[src/rtl/evhp_pkg.sv]
// shared types, constants and helpers for the ethernet vlan header parser
package evhp_pkg;

    // default width of the frame length count
    localparam int DEF_LENGTH_BITS = 16;

    // tag protocol identifiers that open a vlan tag
    localparam logic [15:0] TPID_CTAG   = 16'h8100;
    localparam logic [15:0] TPID_STAG_1 = 16'h9100;
    localparam logic [15:0] TPID_STAG_2 = 16'h9200;
    localparam logic [15:0] TPID_STAG_3 = 16'h9300;

    // header geometry
    localparam logic [4:0] HDR_BASE_BYTES = 5'd14;
    localparam logic [4:0] HDR_MAX_BYTES  = 5'd22;
    localparam logic [1:0] TAGS_TOO_MANY  = 2'd3;

    // byte offsets inside the header
    localparam logic [4:0] POS_SRC_START  = 5'd6;
    localparam logic [4:0] POS_TYPE_START = 5'd12;
    localparam logic [4:0] POS_TYPE_0     = 5'd13;
    localparam logic [4:0] POS_TCI1_HI    = 5'd14;
    localparam logic [4:0] POS_TCI1_LO    = 5'd15;
    localparam logic [4:0] POS_TYPE_1     = 5'd17;
    localparam logic [4:0] POS_TCI2_HI    = 5'd18;
    localparam logic [4:0] POS_TCI2_LO    = 5'd19;
    localparam logic [4:0] POS_TYPE_2     = 5'd21;

    // result status codes
    localparam logic [1:0] ST_OK        = 2'd0;
    localparam logic [1:0] ST_TOO_SHORT = 2'd1;
    localparam logic [1:0] ST_TAG_LIMIT = 2'd2;

    // one frame byte request
    typedef struct packed {
        logic [7:0] frame_byte;
        logic       frame_end;
    } t_in_req;

    // one parsed header request
    typedef struct packed {
        logic [1:0]  status;
        logic [47:0] dest_mac;
        logic [47:0] source_mac;
        logic [15:0] payload_type;
        logic [15:0] outer_tag_id;
        logic [15:0] outer_tag_control;
        logic [15:0] inner_tag_id;
        logic [15:0] inner_tag_control;
        logic [4:0]  header_bytes;
        logic [15:0] payload_bytes;
    } t_out_req;

    // true for any vlan tag identifier
    function automatic logic is_tpid(input logic [15:0] t);
        return (t == TPID_CTAG) || (t == TPID_STAG_1) ||
               (t == TPID_STAG_2) || (t == TPID_STAG_3);
    endfunction

endpackage

[src/rtl/evhp_parse_core.sv]
// parse state: field capture, tag tracking, length count and result forming
module evhp_parse_core import evhp_pkg::*; #(
    parameter int LENGTH_BITS = DEF_LENGTH_BITS
) (
    input  logic     i_clk,
    input  logic     i_rst_n,
    input  logic     i_step,
    input  t_in_req  i_req,
    output t_out_req o_res
);

    localparam int POS_W = LENGTH_BITS + 1;
    localparam logic [POS_W-1:0] LEN_MAX = {1'b0, {LENGTH_BITS{1'b1}}};
    localparam logic [POS_W-1:0] POS_CAP = LEN_MAX + POS_W'(32);
    localparam logic [POS_W-1:0] PAY_MAX =
        (LENGTH_BITS >= 16) ? POS_W'(17'h0FFFF) : LEN_MAX;

    logic [POS_W-1:0] r_pos,      n_pos;
    logic [47:0]      r_dest,     n_dest;
    logic [47:0]      r_src,      n_src;
    logic [15:0]      r_type,     n_type;
    logic [1:0]       r_tags,     n_tags;
    logic [15:0]      r_tag1_id,  n_tag1_id;
    logic [15:0]      r_tag1_ctl, n_tag1_ctl;
    logic [15:0]      r_tag2_id,  n_tag2_id;
    logic [15:0]      r_tag2_ctl, n_tag2_ctl;
    logic             r_hdr_done, n_hdr_done;

    logic             in_hdr;
    logic [4:0]       pos5;
    logic [4:0]       hdr_len;
    logic [POS_W-1:0] pay;

    // header field capture for the current byte
    always_comb begin
        n_dest     = r_dest;
        n_src      = r_src;
        n_type     = r_type;
        n_tags     = r_tags;
        n_tag1_id  = r_tag1_id;
        n_tag1_ctl = r_tag1_ctl;
        n_tag2_id  = r_tag2_id;
        n_tag2_ctl = r_tag2_ctl;
        n_hdr_done = r_hdr_done;
        in_hdr     = !r_hdr_done && (r_pos < POS_W'(HDR_MAX_BYTES));
        pos5       = r_pos[4:0];
        if (in_hdr) begin
            priority if (pos5 < POS_SRC_START) begin
                n_dest = {r_dest[39:0], i_req.frame_byte};
            end else if (pos5 < POS_TYPE_START) begin
                n_src = {r_src[39:0], i_req.frame_byte};
            end else if (pos5 == POS_TCI1_HI || pos5 == POS_TCI1_LO) begin
                n_tag1_ctl = {r_tag1_ctl[7:0], i_req.frame_byte};
            end else if (pos5 == POS_TCI2_HI || pos5 == POS_TCI2_LO) begin
                n_tag2_ctl = {r_tag2_ctl[7:0], i_req.frame_byte};
            end else begin
                n_type = {r_type[7:0], i_req.frame_byte};
                // a type word is complete: either a tag or the payload type
                if (pos5 == POS_TYPE_0 || pos5 == POS_TYPE_1 || pos5 == POS_TYPE_2) begin
                    if (!is_tpid(n_type)) begin
                        n_hdr_done = 1'b1;
                    end else begin
                        unique case (r_tags)
                            2'd0: begin
                                n_tag1_id = n_type;
                                n_tags    = 2'd1;
                            end
                            2'd1: begin
                                n_tag2_id = n_type;
                                n_tags    = 2'd2;
                            end
                            default: begin
                                n_tags     = TAGS_TOO_MANY;
                                n_hdr_done = 1'b1;
                            end
                        endcase
                    end
                end
            end
        end
    end

    // saturating byte count
    always_comb begin
        n_pos = (r_pos < POS_CAP) ? r_pos + POS_W'(1) : r_pos;
    end

    // result for a frame ending on this byte
    always_comb begin
        hdr_len = HDR_BASE_BYTES + {1'b0, n_tags, 2'b00};
        pay     = n_pos - POS_W'(hdr_len);
        if (pay > PAY_MAX) begin
            pay = PAY_MAX;
        end
        o_res = '0;
        priority if (n_hdr_done && n_tags == TAGS_TOO_MANY) begin
            o_res.status            = ST_TAG_LIMIT;
            o_res.dest_mac          = n_dest;
            o_res.source_mac        = n_src;
            o_res.outer_tag_id      = n_tag1_id;
            o_res.outer_tag_control = n_tag1_ctl;
            o_res.inner_tag_id      = n_tag2_id;
            o_res.inner_tag_control = n_tag2_ctl;
        end else if (!n_hdr_done || n_pos <= POS_W'(hdr_len)) begin
            o_res.status = ST_TOO_SHORT;
        end else begin
            o_res.status       = ST_OK;
            o_res.dest_mac     = n_dest;
            o_res.source_mac   = n_src;
            o_res.payload_type = n_type;
            if (n_tags == 2'd2) begin
                o_res.outer_tag_id      = n_tag1_id;
                o_res.outer_tag_control = n_tag1_ctl;
                o_res.inner_tag_id      = n_tag2_id;
                o_res.inner_tag_control = n_tag2_ctl;
            end else if (n_tags == 2'd1) begin
                o_res.inner_tag_id      = n_tag1_id;
                o_res.inner_tag_control = n_tag1_ctl;
            end
            o_res.header_bytes  = hdr_len;
            o_res.payload_bytes = 16'(pay);
        end
    end

    // parse state, cleared after every frame
    always_ff @(posedge i_clk) begin
        if (!i_rst_n || (i_step && i_req.frame_end)) begin
            r_pos      <= '0;
            r_dest     <= '0;
            r_src      <= '0;
            r_type     <= '0;
            r_tags     <= '0;
            r_tag1_id  <= '0;
            r_tag1_ctl <= '0;
            r_tag2_id  <= '0;
            r_tag2_ctl <= '0;
            r_hdr_done <= 1'b0;
        end else if (i_step) begin
            r_pos      <= n_pos;
            r_dest     <= n_dest;
            r_src      <= n_src;
            r_type     <= n_type;
            r_tags     <= n_tags;
            r_tag1_id  <= n_tag1_id;
            r_tag1_ctl <= n_tag1_ctl;
            r_tag2_id  <= n_tag2_id;
            r_tag2_ctl <= n_tag2_ctl;
            r_hdr_done <= n_hdr_done;
        end
    end

endmodule

[src/rtl/ethernet_vlan_header_parser.sv]
// top level of the ethernet 802.1q / qinq header parser
//
//  channel | direction | signals                                | moves
//  --------+-----------+----------------------------------------+----------------------
//  in      | to block  | i_in_valid, o_in_stall, i_in_req       | one frame byte
//  out     | from block| o_out_valid, i_out_stall, o_out_req    | one header result
//
//  one frame byte is taken every cycle while the result side is not stalled;
//  a result is presented after the last byte of its frame is taken, passing through
//  the input register and then the result register.
//  reset (i_rst_n low, synchronous) empties both stages and clears the parse state.
//  a stalled result holds the result register; the input side keeps taking a
//  byte into a skid register and stalls only once that is full.
module ethernet_vlan_header_parser import evhp_pkg::*; #(
    parameter int LENGTH_BITS = DEF_LENGTH_BITS
) (
    input  logic     i_clk,
    input  logic     i_rst_n,
    input  logic     i_in_valid,
    output logic     o_in_stall,
    input  t_in_req  i_in_req,
    output logic     o_out_valid,
    input  logic     i_out_stall,
    output t_out_req o_out_req
);

    logic     r_in_valid;
    t_in_req  r_in;
    logic     r_skid_valid;
    t_in_req  r_skid;
    logic     r_out_valid;
    t_out_req r_out;

    logic     accept;
    logic     advance;
    t_out_req res;

    // handshake control
    assign o_in_stall  = r_skid_valid;
    assign accept      = i_in_valid && !r_skid_valid;
    assign advance     = r_in_valid && (!r_out_valid || !i_out_stall);
    assign o_out_valid = r_out_valid;
    assign o_out_req   = r_out;

    // parse state and result forming
    evhp_parse_core #(
        .LENGTH_BITS(LENGTH_BITS)
    ) u_core (
        .i_clk   (i_clk),
        .i_rst_n (i_rst_n),
        .i_step  (advance),
        .i_req   (r_in),
        .o_res   (res)
    );

    // input register with skid stage
    always_ff @(posedge i_clk) begin
        if (!i_rst_n) begin
            r_in_valid   <= 1'b0;
            r_skid_valid <= 1'b0;
        end else if (advance) begin
            if (r_skid_valid) begin
                r_in         <= r_skid;
                r_skid_valid <= 1'b0;
            end else begin
                r_in_valid <= accept;
                r_in       <= i_in_req;
            end
        end else if (!r_in_valid) begin
            r_in_valid <= accept;
            r_in       <= i_in_req;
        end else if (accept) begin
            r_skid       <= i_in_req;
            r_skid_valid <= 1'b1;
        end
    end

    // result register
    always_ff @(posedge i_clk) begin
        if (!i_rst_n) begin
            r_out_valid <= 1'b0;
        end else if (advance && r_in.frame_end) begin
            r_out_valid <= 1'b1;
            r_out       <= res;
        end else if (!i_out_stall) begin
            r_out_valid <= 1'b0;
        end
    end

endmodule

[config.mk]
export PLATFORM = sky130hd
export DESIGN_NAME = ethernet_vlan_header_parser
export DESIGN_NICKNAME = d
export VERILOG_FILES = /design/src/rtl/evhp_pkg.sv /design/src/rtl/evhp_parse_core.sv /design/src/rtl/ethernet_vlan_header_parser.sv
export SDC_FILE = /design/constraint.sdc
export NUM_CORES = 1
export LEC_CHECK = 0
export BUFFER_PORTS_ARGS = -buffer_cell sky130_fd_sc_hd__buf_2
export CAP_MARGIN = 20
export CORE_AREA = 2 2 159 200
export DETAILED_ROUTE_END_ITERATION = 6
export DIE_AREA = 0 0 161 202
export PLACE_DENSITY = 0.79
export SYNTH_ARGS = -nofsm -noshare
export SYNTH_HDL_FRONTEND = slang
export SYNTH_SLANG_ARGS = --single-unit
[constraint.sdc]
create_clock -name i_clk -period 14.95 [get_ports i_clk]
set_input_delay 2.99 -clock i_clk [delete_from_list [all_inputs] [get_ports i_clk]]
set_output_delay 2.99 -clock i_clk [all_outputs]
set_load 0.01 [all_outputs]
After elaboration in Yosys (flattened, before gate mapping)
Cells that the tools add are included.
{"block": "classes", "muxes": 68, "eq_ne": 18, "add_sub_neg": 3, "n_bitwise": 2, "order_cmp": 6, "n_reduce_logical": 29}
{"cell": "$mux 16", "count": 31}
{"cell": "$mux 48", "count": 5}
{"cell": "$mux 197", "count": 1}
{"cell": "$mux 32", "count": 3}
{"cell": "$mux 96", "count": 1}
{"cell": "$eq 16x16->1 const B", "count": 4}
{"cell": "$mux 64", "count": 1}
{"cell": "$mux 9", "count": 3}
{"cell": "$eq 5x5->1 const B", "count": 4}
{"cell": "$add 17x1->17 const B", "count": 1}
{"cell": "$gt 17x16->1 const B", "count": 1}
{"cell": "$le 17x5->1", "count": 1}
{"cell": "$lt 17x17->1 const B", "count": 1}
{"cell": "$lt 17x5->1 const B", "count": 1}
{"cell": "$mux 17", "count": 1}
{"cell": "$sub 17x5->17", "count": 1}
{"cell": "$eq 5x4->1 const B", "count": 3}
{"cell": "$mux 1", "count": 14}
{"cell": "$mux 2", "count": 7}
{"cell": "$logic_or 1x1->1", "count": 10}
{"cell": "$logic_not 1->1", "count": 6}
{"cell": "$reduce_and 2->1", "count": 3}
{"cell": "$reduce_or 2->1", "count": 3}
{"cell": "$add 4x4->5 const A", "count": 1}
{"cell": "other kinds (11)", "count": 19}
{"block": "totals", "reg_bits": 416, "elab_cells": 153, "in_bits": 13, "output_inout_bits": 201}

Depth between registers and ports, before layout
Gate-level depths: netlist (run 1).
{"block": "depth", "ltp_word": 17, "mapped_depth": 23, "mapped_depth_nobuf": 20}

Modules after synthesis
From an unflattened synthesis (run 1), not the netlist that was laid out.
{"block": "hier_totals", "hier_cells": 1777, "area_unflattened_um2": 17468.0}
{"mod": "evhp_parse_core", "instances": 1, "area_per_inst_um2": 10690.3, "cells_each": 1534, "seq_area_each_um2": 3923.8}
{"mod": "ethernet_vlan_header_parser", "instances": 1, "area_per_inst_um2": 6777.8, "cells_each": 243, "seq_area_each_um2": 6576.3}

Worst setup path after synthesis (run 1)
Ideal clock, no wire load.
{"block": "synth_path", "path_kind": "input-to-reg", "startpoint": "input i_out_stall", "endpoint": "register r_out (netlist bit o_out_req[0]), enable pin", "setup_slack_ns": 2.613, "setup_time_ns": 0.759, "arrival_ns": 11.578, "cell_stages": 4, "path_buffers": 0, "path_cell_list": "nand2_1 -> and2_1 -> nand2_1 -> nor2_1"}
{"block": "synth_between", "elab_chain_cells": 5}
{"element": "start, declared", "line": "ethernet_vlan_header_parser.sv:23", "source": "input logic i_out_stall,"}
{"element": "$logic_not 1->1"}
{"element": "$logic_or 1x1->1", "line": "ethernet_vlan_header_parser.sv:41", "source": "assign advance = r_in_valid && (!r_out_valid || !i_out_stall);"}
{"element": "$logic_and 1x1->1", "line": "ethernet_vlan_header_parser.sv:41"}
{"element": "$logic_and 1x1->1", "line": "ethernet_vlan_header_parser.sv:82", "source": "end else if (advance && r_in.frame_end) begin"}
{"element": "$reduce_and 2->1 (no source line)"}
{"element": "end signal, assigned", "line": "ethernet_vlan_header_parser.sv:84", "source": "r_out <= res;"}
{"element": "end, declared", "line": "ethernet_vlan_header_parser.sv:32", "source": "t_out_req r_out;"}
Every way passes these cells.
A chain may end at the register's enable or synchronous reset.

==> key figures, run 1 <==
Status
  – Status: finished clean

Clock tree
  – Clk root buf: clkbuf_16
  – Inserted Clock Buffers: 40
  – Hold_buf cts: 0
  – Clk_lat worst skew: 0.54 ns
  – Clock transition at the registers of the reported paths: 0.06 ns
  – Clock sinks: 415
  – H-tree Lvls: 2
  – CTS tree: built
  – Post_cts resized: 0
  – Post-CTS Setup Bufs: 0
  – Max Buffers Root-to-Sink: 3

Pwr
  – Switching Fraction: between 20% and 30%
  – NetSw: roughly 0.48 mW
  – Power Internal: 1.75 mW
  – Leakage power: 6.48 nW
  – Gate power share: 3.0%
  – Flop pwr share: 54.6%
  – Power Dens Cells: roughly 110 nW/um2
  – Clock power share: 42.4%
  – Pwr Total: 2.23 mW
  – VDD IR max: roughly 0.081 mV

Synthesis
  – Post-synth EDFFs: 216
  – Synth area leader: edfxtp_1
  – Ys async rst share: 0%
  – Count of cell types in the netlist: 73
  – #FFs+latches synth: slightly above 400
  – Syn_nets: 1,813
  – Post-synth top area share: 37.0%
  – Synth top area cells: edfxtp_1 (37%), dfxtp_1 (23%), nand2_1 (11%)
  – Top_reg_cell synth: edfxtp_1
  – Synth Cell Area: 17,500 um2
  – Ys Warns: 0
  – Cells after synthesis: between 1,500 and 2,000
  – Post-synthesis sequential area ratio: between 50 and 60%
  – Syn_area_per_cell: 9.81 um2

Layout
  – Number of fill cells: 2,459
  – Area grow syn2layout: 13.5%
  – Share of post-route cells with drive strength above 1: ~16%
  – Cell area after layout: 19,900 um2
  – Cell Count, Final, Fillers Out: between 2,000 and 2,500
  – Antenna diode count: 0
  – Nets: 1,950
  – Final Util: about 65%

Global route
  – First-pass GRT wire length: ~66,000 um
  – Gr busiest metal: met2
  – Met2 Use GR: 43.1%
  – Number of global-route vias before repair: 12,700
  – M3 GR Usage: 3.59%
  – Antenna violations before repair: 0
  – GR Util met1: between 30% and 40%
  – Largest net degree at the start of global routing: 197
  – Total track usage: 25.0%
  – Total grt overflow: 0

Worst setup path
  – CP Data Arrival Time: 6.45 ns
  – Startpoint types: register
  – Reg2Reg Setup Slack: between 8 and 9 ns
  – CP peak stage delay: 0.79 ns
  – Crit path top cell by count: ha_1
  – Setup crit end: o_out_req[196]
  – Slowest CP cell: buf_4
  – CP max FO: 97
  – Reg2Reg Depth: 18
  – WS Path Type: register to register
  – CP Cell Sequence: ha_1 -> and3_1 -> ha_1 -> a311o_1 -> nor4_4 -> nand2_1 -> nor2_1 -> nor2_1 -> ha_1 -> ha_1 -> nor2b_1 -> o21ai_0 -> nand2b_1 -> nor2_1 -> o21ai_2 -> o21ai_4 -> buf_4 -> a21oi_1
  – Worst r2r dst: o_out_req[196]
  – CP startpoint: u_core.r_pos[0]
  – Critical path required time: 15.19 ns
  – Reg2Reg Launch Point: u_core.r_pos[0]
  – Crit path capture type: register

STA
  – Slew Viols, Final: 0
  – Worst Skew: 0.0160 ns
  – Final setup vio count: 0
  – Setup TNS: 0 ns
  – Worst Setup Slack, final: 8.74 ns
  – Post-route minimum period: just over 6 ns
  – FMAX: around 160 MHz
  – Hold slack: 0.456 ns
  – Slew HR: roughly a fifth
  – Worst slew pin tran: 1.19 ns
  – Hold Vio Cnt, Final: 0
  – Tcrit/Tclk final: 41.6%
  – RSZ-0062 raised after global routing: no

Placement
  – Buffers on Ports: 212
  – Pre-CTS setup slack: 8.84 ns
  – Cells after DPL: 2,286
  – Area post-placement: 18,600 um2
  – Detailed Place HPWL: around 26,000 um
  – Global placer's final weighted congestion: 0.857

Floorplanning
  – Die Ht: 202 um
  – Io pins: about 210
  – Die X: 161 um
  – Core ar.: 30,600 um2
  – Die area: between 30,000 and 40,000 um2
  – Cell Rows: 72
  – Initial Util: 57.2%

Routing
  – Vias per cell: ~5.7
  – Via count: roughly 13,000
  – Initial drt markers: 1,130
  – DRT antenna net count: 0
  – Remaining DRCs: 0
  – Initial DRT Pass Iterations: 6
  – Routed len/inst: 17.6 um
  – Routed wire length: 41,500 um

Hold path
  – Hold crit path type: register to register

Run
  – Max-Cap Viols: 0
[flip-flops by register name, summed over array words and instances (netlist names)]
| register | flops |
|---|---|
| u_core.r_tag1_id | 16 |
| o_out_req | 198 |
| u_core.r_hdr_done | 1 |
| u_core.r_type | 16 |
| u_core.r_tag2_ctl | 16 |
| u_core.r_pos | 17 |
| r_in | 9 |
| u_core.r_tag1_ctl | 16 |
| o_out_valid | 1 |
| r_skid | 9 |
| r_in_valid | 1 |
| u_core.r_dest | 48 |
| o_in_stall | 1 |
| u_core.r_tag2_id | 16 |
| u_core.r_tags | 2 |
| u_core.r_src | 48 |
[layout by cell type (no fill, tap or decap), drive strengths merged, types with 12 or more instances in the layout]
cell type / netlist / routed
o22ai: 21 / 21
ha: 12 / 12
xor2: 17 / 17
edfxtp: 216 / 216
mux2i: 62 / 62
a22o: 12 / 12
xnor2: 21 / 21
o21ai: 13 / 13
nor3: 16 / 16
nor2: 94 / 94
buf: 57 / 228
clkbuf: 76 / 56
nand2: 527 / 527
inv: 12 / 15
clkinv: 0 / 13
a21oi: 276 / 276
and2: 45 / 45
dfxtp: 199 / 199
nand3: 16 / 16
[critical path: cells and delay by family (launching register included)]
| family | cells | cell delay [ns] |
|---|---|---|
| buffers and inverters | 1 | 0.79 |
| and+or+nand+nor | 8 | 2.33 |
| DFF | 1 | 0.43 |
| adders and majority gates | 4 | 1.31 |
| AOI/OAI and AO/OA | 5 | 0.97 |
[cells by family (layout without fill, tap and decap cells)]
family	after synthesis	count (layout)	share of synthesized area, %
simple gates	749	749	18.3
flops	415	415	59.7
compound gates	355	355	11.2
buf+inv	145	314	3.73
mux	71	71	4.12
xor+xnor	38	38	1.90
fa+ha+maj	13	13	0.971
other cells	1	1	0.0214
[synthesized netlist by cell type, drive strengths merged (6+ instances only)]
cell / count
a21oi: 276
a22o: 12
a31oi: 6
and2: 45
buf: 57
clkbuf: 76
dfxtp: 199
edfxtp: 216
ha: 12
inv: 12
mux2: 9
mux2i: 62
nand2: 527
nand2b: 9
nand3: 16
nor2: 94
nor3: 16
nor4: 7
o21ai: 13
o22ai: 21
xnor2: 21
xor2: 17
[how the worst min path moves through the flow]
stage	from	endpoint	cells after the start
3_5_place_dp	u_core.r_tag2_id[3]	u_core.r_tag2_id[3]	1
4_1_cts	u_core.r_tag2_ctl[11]	u_core.r_tag2_ctl[11]	2
5_1_grt	u_core.r_tag2_ctl[15]	u_core.r_tag2_ctl[15]	2
6_report	u_core.r_dest[47]	u_core.r_dest[47]	2
3_3_place_gp	u_core.r_tag2_id[9]	u_core.r_tag2_id[9]	2
2_1_floorplan	u_core.r_tag2_id[0]	u_core.r_tag2_id[0]	1
[routing by layer]
metal	share of wire [%]	wire length [um]
met1	40	16500
met2	51	21000
met3	6.3	2630
met4	3.4	1410
met5	0	0
[power by group through the flow]
stage	clock network, mW	logic, mW	registers, mW
after global placement	0	0.0652	1.24
final	0.947	0.0671	1.22
after CTS	0.962	0.0663	1.22
after global routing	1.01	0.0726	1.22
after detailed placement	0	0.0662	1.24
after floorplan	0	0.0374	1.25
[final cells by class]
cell class              count  area, um2  area share [%]
well taps                 407        509            2.56
inverters                  12       45.0           0.226
clock buffers              56       1090            5.49
repair buffers            228       1220            6.11
multi-input cells        1227       6450            32.4
clock inverters            18        124           0.622
flip-flops and latches    415      10500            52.6
Note: power is estimated with default switching activity, not from simulation.
==> run 2, diff against run 1 <==
ABC_AREA = 1   (was unset)
CORE_AREA = 2 2 172 216   (was 2 2 159 200)
DIE_AREA = 0 0 174 218   (was 0 0 161 202)
PLACE_DENSITY = 0.75   (was 0.79)
clock period = 5.15 ns   (was 14.95 ns; I/O delays follow)
==> key figures, run 2 <==
Floorplanning
  – Io pins: 214
  – Die X: 174 um
  – Die Ht: 218 um
  – Die area: 37,900 um2
  – Cell Rows: 78
  – Core ar.: 35,900 um2
  – Initial Util: 52.2%

Synthesis
  – Top-count cell post-synth: nand2_1
  – Ys async rst share: 0%
  – Cells after synthesis: approximately 2,200
  – Count of cell types in the netlist: 40
  – Syn_area_per_cell: 8.53 um2
  – Synth area leader: edfxtp_1
  – Ys Warns: 0
  – Post-synth EDFFs: around 220
  – Post-synthesis sequential area ratio: 55.8%
  – Top_reg_cell synth: edfxtp_1
  – Synth Cell Area: between 15,000 and 20,000 um2
  – Post-synth top area share: 34.6%
  – Top post-synthesis cells by count: nand2_1 (390), inv_1 (364), o21ai_0 (249), nor2_1 (237), edfxtp_1 (216)
  – Synth top area cells: edfxtp_1 (35%), dfxtp_1 (21%), nand2_1 (7.8%)
  – Syn_nets: roughly 2,200
  – #FFs+latches synth: 415

STA
  – Hold slack: 0.450 ns
  – Worst slew pin tran: 0.967 ns
  – Worst Setup Slack, final: just over 0.4 ns
  – Final setup vio count: 0
  – Worst Skew: 0.0184 ns
  – Slew Viols, Final: 0
  – Slew HR: 35.5%
  – Post-route minimum period: around 4.7 ns
  – Tcrit/Tclk final: 92.0%
  – Hold Vio Cnt, Final: 0
  – FMAX: 211 MHz

Placement
  – Pre-CTS setup slack: between 0.2 and 0.3 ns
  – Detailed Place HPWL: 29,500 um
  – Buffers on Ports: ~210
  – Global placer's final weighted congestion: between 0.8 and 0.9

Clock tree
  – H-tree Lvls: 2
  – Hold_buf cts: 0
  – Max Buffers Root-to-Sink: 3
  – Clk root buf: clkbuf_16
  – Inserted Clock Buffers: 40
  – Clock sinks: between 400 and 500
  – CTS tree: built
  – Clock transition at the registers of the reported paths: 0.06 ns
  – Clk_lat worst skew: 0.54 ns

Global route
  – First-pass GRT wire length: 69,400 um
  – Antenna violations before repair: 3
  – Total track usage: 22.5%
  – Total grt overflow: 0
  – Number of global-route vias before repair: 13,900
  – Largest net degree at the start of global routing: about 200

Hold path
  – Hold Path Cell Cnt: 2
  – Hold EP: u_core.r_tag1_id[7]
  – Hold crit path type: register to register
  – HP Start: u_core.r_tag1_id[7]

Routing
  – Initial drt markers: 1,260
  – DRT antenna net count: 0
  – Remaining DRCs: 0
  – Routed len/inst: 15.5 um
  – Vias per cell: about 5.2
  – Initial DRT Pass Iterations: 5
  – Via count: about 15,000
  – Routed wire length: 44,300 um

Layout
  – Area grow syn2layout: 14.7%
  – Max FFs per register: 198
  – Most frequent cells in the layout: nand2_1 (389), inv_1 (362), o21ai_0 (249), nor2_1 (234), edfxtp_1 (216)
  – Share of post-route cells with drive strength above 1: 14.1%
  – Nets: 2,379
  – Commonest non-fill, non-tap cell in the layout: nand2_1

Status
  – Status: finished clean

Worst setup path
  – Critical path required time: 5.43 ns
  – Reg2Reg Launch Point: u_core.r_pos[1]
  – CP Data Arrival Time: 5.02 ns
  – Crit path capture type: register
  – Startpoint types: register
  – CP startpoint: u_core.r_pos[1]
  – Slowest CP cell: dfxtp_1
  – CP max FO: 13
  – CP peak stage delay: 0.37 ns
  – Reg2Reg Setup Slack: 0.41 ns
  – WS Path Type: register to register
  – Worst r2r dst: o_out_req[195]
  – Reg2Reg Depth: 31

Run
  – Max-Cap Viols: 0

Pwr
  – VDD IR max: 0.225 mV
  – Power Dens Cells: 344 nW/um2
  – Leakage power: 9.49 nW
==> run 2: cell types whose count changed after synthesis, sizes merged, moves of 18 or more <==
cell,previous run,this run
nand2,527,399
xnor2,21,1
mux2i,62,40
nor2,94,243
and2,45,0
o21ai,13,263
a21oi,276,127
o211ai,3,66
nand3,16,79
inv,12,365
buf,57,39
==> run 2: area by class of cell <==
class	count	area (um2)
fill	3177	14400
multi-input combinational	1291	6370
clock buffer	49	1090
inverter	368	1390
clock inverter	24	236
tap	480	601
timing repair buffer	237	1360
sequential	415	10500
antenna	1	2.50
==> run 2: worst max path at each step <==
stage	cells after the start	slack, ns	endpoint
3_3_place_gp	31	0.44	o_out_req[63]
2_1_floorplan	5	0.38	o_out_req[0]
3_5_place_dp	31	0.29	o_out_req[54]
5_1_grt	31	-0.002	o_out_req[191]
4_1_cts	31	0.25	o_out_req[54]
6_report	31	0.41	o_out_req[195]
==> run 2: routing by layer <==
layer	global-route usage (%)	vias up	wire length, um
li1	-	7471	-
met5	0	-	17
met2	38.7	422	21700
met3	4.22	98	2430
met1	27.7	7003	18400
met4	10.1	2	1740
==> run 2: kinds of logic after synthesis <==
group	Yosys count	share of synthesized area, %
xor gates and xnor gates	6	0.280
buffers and inverters	494	10.5
and+or+nand+nor	751	16.4
muxes	40	2.13
DFF	415	55.8
AOI/OAI and AO/OA	480	13.9
other	1	0.0200
adders and majority gates	13	0.907
==> run 2: where the power goes <==
group          internal [mW]  switching [mW]  total [mW]
logic                  0.236           0.537       0.773
clock network           1.71            1.23        2.94
registers               3.59          0.0893        3.68
total                   5.53            1.86        7.40
==> run 2: worst max-delay path, delay by kind of cell (launching register included) <==
kind | cells | cell delay [ns]
compound gates | 3 | 0.37
fa+ha+maj | 4 | 1.13
buf+inv | 8 | 0.83
flops | 1 | 0.37
simple gates | 16 | 1.75
==> run 2: timing repair <==
item | in CTS | in global routing
endpoints found under the setup margin | 0 | 121
setup buffers | 0 | 2
resized for setup | 0 | 5
==> run 2: stage by stage <==
stage	total power, mW	cells	util (%)	setup TNS [ns]	instance area, um2
after floorplan	4.31	2200	-	0	18800
after global placement	4.49	2787	55.9	0	20100
after detailed placement	4.52	2787	55.9	0	20100
after CTS	7.45	2860	59.6	0	21400
after global routing	7.69	2865	59.9	-0.00158	21500
final	7.40	2865	59.9	0	21500
==> run 3, diff against run 2 <==
CTS_CLUSTER_DIAMETER = 60   (was unset)
PLACE_DENSITY = 0.76   (was 0.75)
SYNTH_HIERARCHICAL = 1   (was unset)
==> key figures, run 3 <==
Layout
  – Cell Count, Final, Fillers Out: slightly below 3,000
  – Antenna diode count: 0
  – Number of fill cells: 3,158
  – Footprint of the multi-input gates: 6320 um2
  – Max FFs per register: 199
  – Nets: 2,435
  – Commonest non-fill, non-tap cell in the layout: inv_1
  – Register area: ~11,000 um2
  – Area grow syn2layout: 15.3%
  – Share of post-route cells with drive strength above 1: 14.3%
  – Most frequent cells in the layout: inv_1 (400), nand2_1 (351), o21ai_0 (314), nor2_1 (234), edfxtp_1 (217)

Synthesis
  – Top-count cell post-synth: inv_1
  – Syn_nets: 2,268
  – Synth area leader: edfxtp_1
  – Top post-synthesis cells by count: inv_1 (402), nand2_1 (352), o21ai_0 (315), nor2_1 (236), edfxtp_1 (217)
  – Post-synthesis sequential area ratio: 55.7%
  – Ys Warns: 6
  – Syn_area_per_cell: 8.41 um2
  – Cells after synthesis: roughly 2,200
  – #FFs+latches synth: 416
  – Synth Cell Area: approximately 19,000 um2
  – Post-synth top area share: between 30% and 40%
  – Count of cell types in the netlist: 41
  – Synth top area cells: edfxtp_1 (35%), dfxtp_1 (21%), o21ai_0 (8.4%)
  – Post-synth EDFFs: 217
  – Ys async rst share: 0%
  – Top_reg_cell synth: edfxtp_1

Pwr
  – VDD IR max: about 0.22 mV
  – Power Dens Cells: 339 nW/um2
  – Leakage power: 9.49 nW
  – Pwr Total: ~7.4 mW
  – NetSw: 1.90 mW
  – Clock power share: 39.2%
  – Gate power share: 11.0%
  – Switching Fraction: 25.8%
  – Power Internal: 5.47 mW
  – Flop pwr share: 49.8%

Worst setup path
  – WS Path Type: register to register
  – Reg2Reg Launch Point: u_core/r_pos[0]
  – Worst r2r dst: o_out_req[172]
  – Critical path required time: 5.45 ns
  – CP Data Arrival Time: between 5 and 6 ns
  – CP max FO: 18
  – Reg2Reg Depth: 27
  – Crit path capture type: register
  – Reg2Reg Setup Slack: 0.38 ns
  – Startpoint types: register

Clock tree
  – Inserted Clock Buffers: 41
  – H-tree Lvls: 2
  – Clk_lat worst skew: 0.55 ns
  – Clk root buf: clkbuf_16
  – Hold_buf cts: 0
  – Max Buffers Root-to-Sink: 3
  – Clock transition at the registers of the reported paths: 0.06 ns
  – CTS tree: built
  – Clock sinks: between 400 and 500

Hold path
  – Hold crit path type: register to register
  – Hold Path Cell Cnt: 2
  – Hold EP: u_core/r_tag2_id[1]
  – HP Start: u_core/r_tag2_id[1]

Placement
  – Detailed Place HPWL: 29,800 um
  – Global placer's final weighted congestion: 0.886
  – Pre-CTS setup slack: between 0.15 and 0.2 ns
  – Buffers on Ports: 213
  – Cells after DPL: approximately 2,800

Routing
  – Initial DRT Pass Iterations: 7
  – Initial drt markers: 1,430
  – Via count: approximately 15,000
  – Vias per cell: 5.19
  – Routed wire length: 45,900 um
  – Remaining DRCs: 1
  – Routed len/inst: 15.7 um
  – DRT antenna net count: 0

Global route
  – First-pass GRT wire length: 69,600 um
  – Number of global-route vias before repair: 13,800
  – Largest net degree at the start of global routing: 133
  – Antenna violations before repair: 0
  – Total track usage: 22.8%
  – Total grt overflow: 0

STA
  – FMAX: approximately 210 MHz
  – Hold Vio Cnt, Final: 0
  – Slew Viols, Final: 0
  – Setup TNS: 0 ns
  – Final setup vio count: 0
  – Worst slew pin tran: 1.04 ns
  – Tcrit/Tclk final: 92.7%
  – Worst Skew: 0.0111 ns
  – Slew HR: a little under a third
  – Worst Setup Slack, final: 0.378 ns
  – Post-route minimum period: approximately 4.8 ns

Floorplanning
  – Cell Rows: just under 80
  – Io pins: 214
  – Core ar.: 35,900 um2
  – Die Ht: 218 um
  – Die area: 37,900 um2
  – Initial Util: 52.5%
  – Die X: approximately 170 um

Run
  – Max-Cap Viols: 0

Status
  – Status: complete, but fails checks
  – Failing checks: DRC
-- run 3: area by class of cell --
cell class | instances | area share (%)
Clock inverter | 16 | 0.529
Clock buffer | 60 | 5.39
Sequential cell | 416 | 48.3
Timing Repair Buffer | 251 | 6.89
Multi-Input combinational cell | 1292 | 29.1
Inverter | 407 | 7.06
Tap cell | 480 | 2.76
-- run 3: cells by family (layout without fill, tap and decap cells) --
logic type	Yosys count	count (layout)	synth area share (%)
AND/OR/NAND/NOR	685	685	15.1
AO/OA/AOI/OAI	557	557	15.4
buffers and inverters	534	734	11.1
flip-flops	416	416	55.7
multiplexers	26	26	1.38
adder cells (fa/ha/maj)	13	13	0.902
XOR/XNOR	10	10	0.464
other	1	1	0.0199
-- run 3: worst max path at each step --
stage | startpoint | to | slack (ns)
after floorplan | i_out_stall | o_out_req[0] | 0.45
after global placement | u_core/r_pos[0] | o_out_req[176] | 0.34
after detailed placement | u_core/r_pos[0] | o_out_req[172] | 0.19
after CTS | u_core/r_pos[0] | o_out_req[172] | 0.16
after global routing | u_core/r_pos[0] | o_out_req[172] | -0.08
final | u_core/r_pos[0] | o_out_req[172] | 0.38
-- run 3: through the flow --
stage / hold slack, ns / cell area [um2] / util [%]
after floorplan: 0.428 / 18900 / -
after global routing: 0.472 / 21700 / 60.5
final: 0.451 / 21700 / 60.5
after detailed placement: 0.441 / 20300 / 56.5
after CTS: 0.451 / 21600 / 60.0
after global placement: 0.436 / 20300 / 56.5
-- run 3: per-layer routing --
layer | global-route usage, % | up-vias | share of wire [%]
met2 | 39.8 | 496 | 50
met5 | 0 | - | 0
met1 | 28.5 | 6976 | 41
met4 | 9.30 | 0 | 3.4
li1 | - | 7599 | -
met3 | 3.38 | 87 | 5.9
-- run 3: what timing repair did --
action / in CTS / in global routing
gates resized for setup: 0 / 12
hold endpoints to repair: 0 / 0
buffers inserted: 0 / 4
setup endpoints to repair: 0 / 197
-- run 3: worst max-delay path, stage by stage (launching register included) --
cell,delay [ns]
dfxtp_1,0.36
ha_2,0.26
inv_1,0.06
nor2_1,0.07
ha_1,0.19
a31oi_1,0.19
inv_1,0.09
nor2_1,0.18
nand4_1,0.27
nor2_4,0.22
clkinv_1,0.09
nand2_1,0.14
ha_1,0.28
ha_1,0.34
a21oi_1,0.15
o21ai_0,0.14
nor2_1,0.17
nand3_1,0.14
inv_1,0.12
nand4_1,0.11
nor2_1,0.14
o21ai_2,0.11
nand2_2,0.11
inv_2,0.08
nor2_8,0.12
buf_4,0.15
buf_16,0.17
nor2_1,0.07
-- run 3: power by group through the flow --
stage | clock network (mW) | registers, mW | logic (mW)
final | 2.89 | 3.67 | 0.809
after global routing | 3.07 | 3.68 | 0.918
after CTS | 2.94 | 3.67 | 0.799
after detailed placement | 0 | 3.74 | 0.791
after global placement | 0 | 3.73 | 0.778
after floorplan | 0 | 3.72 | 0.597
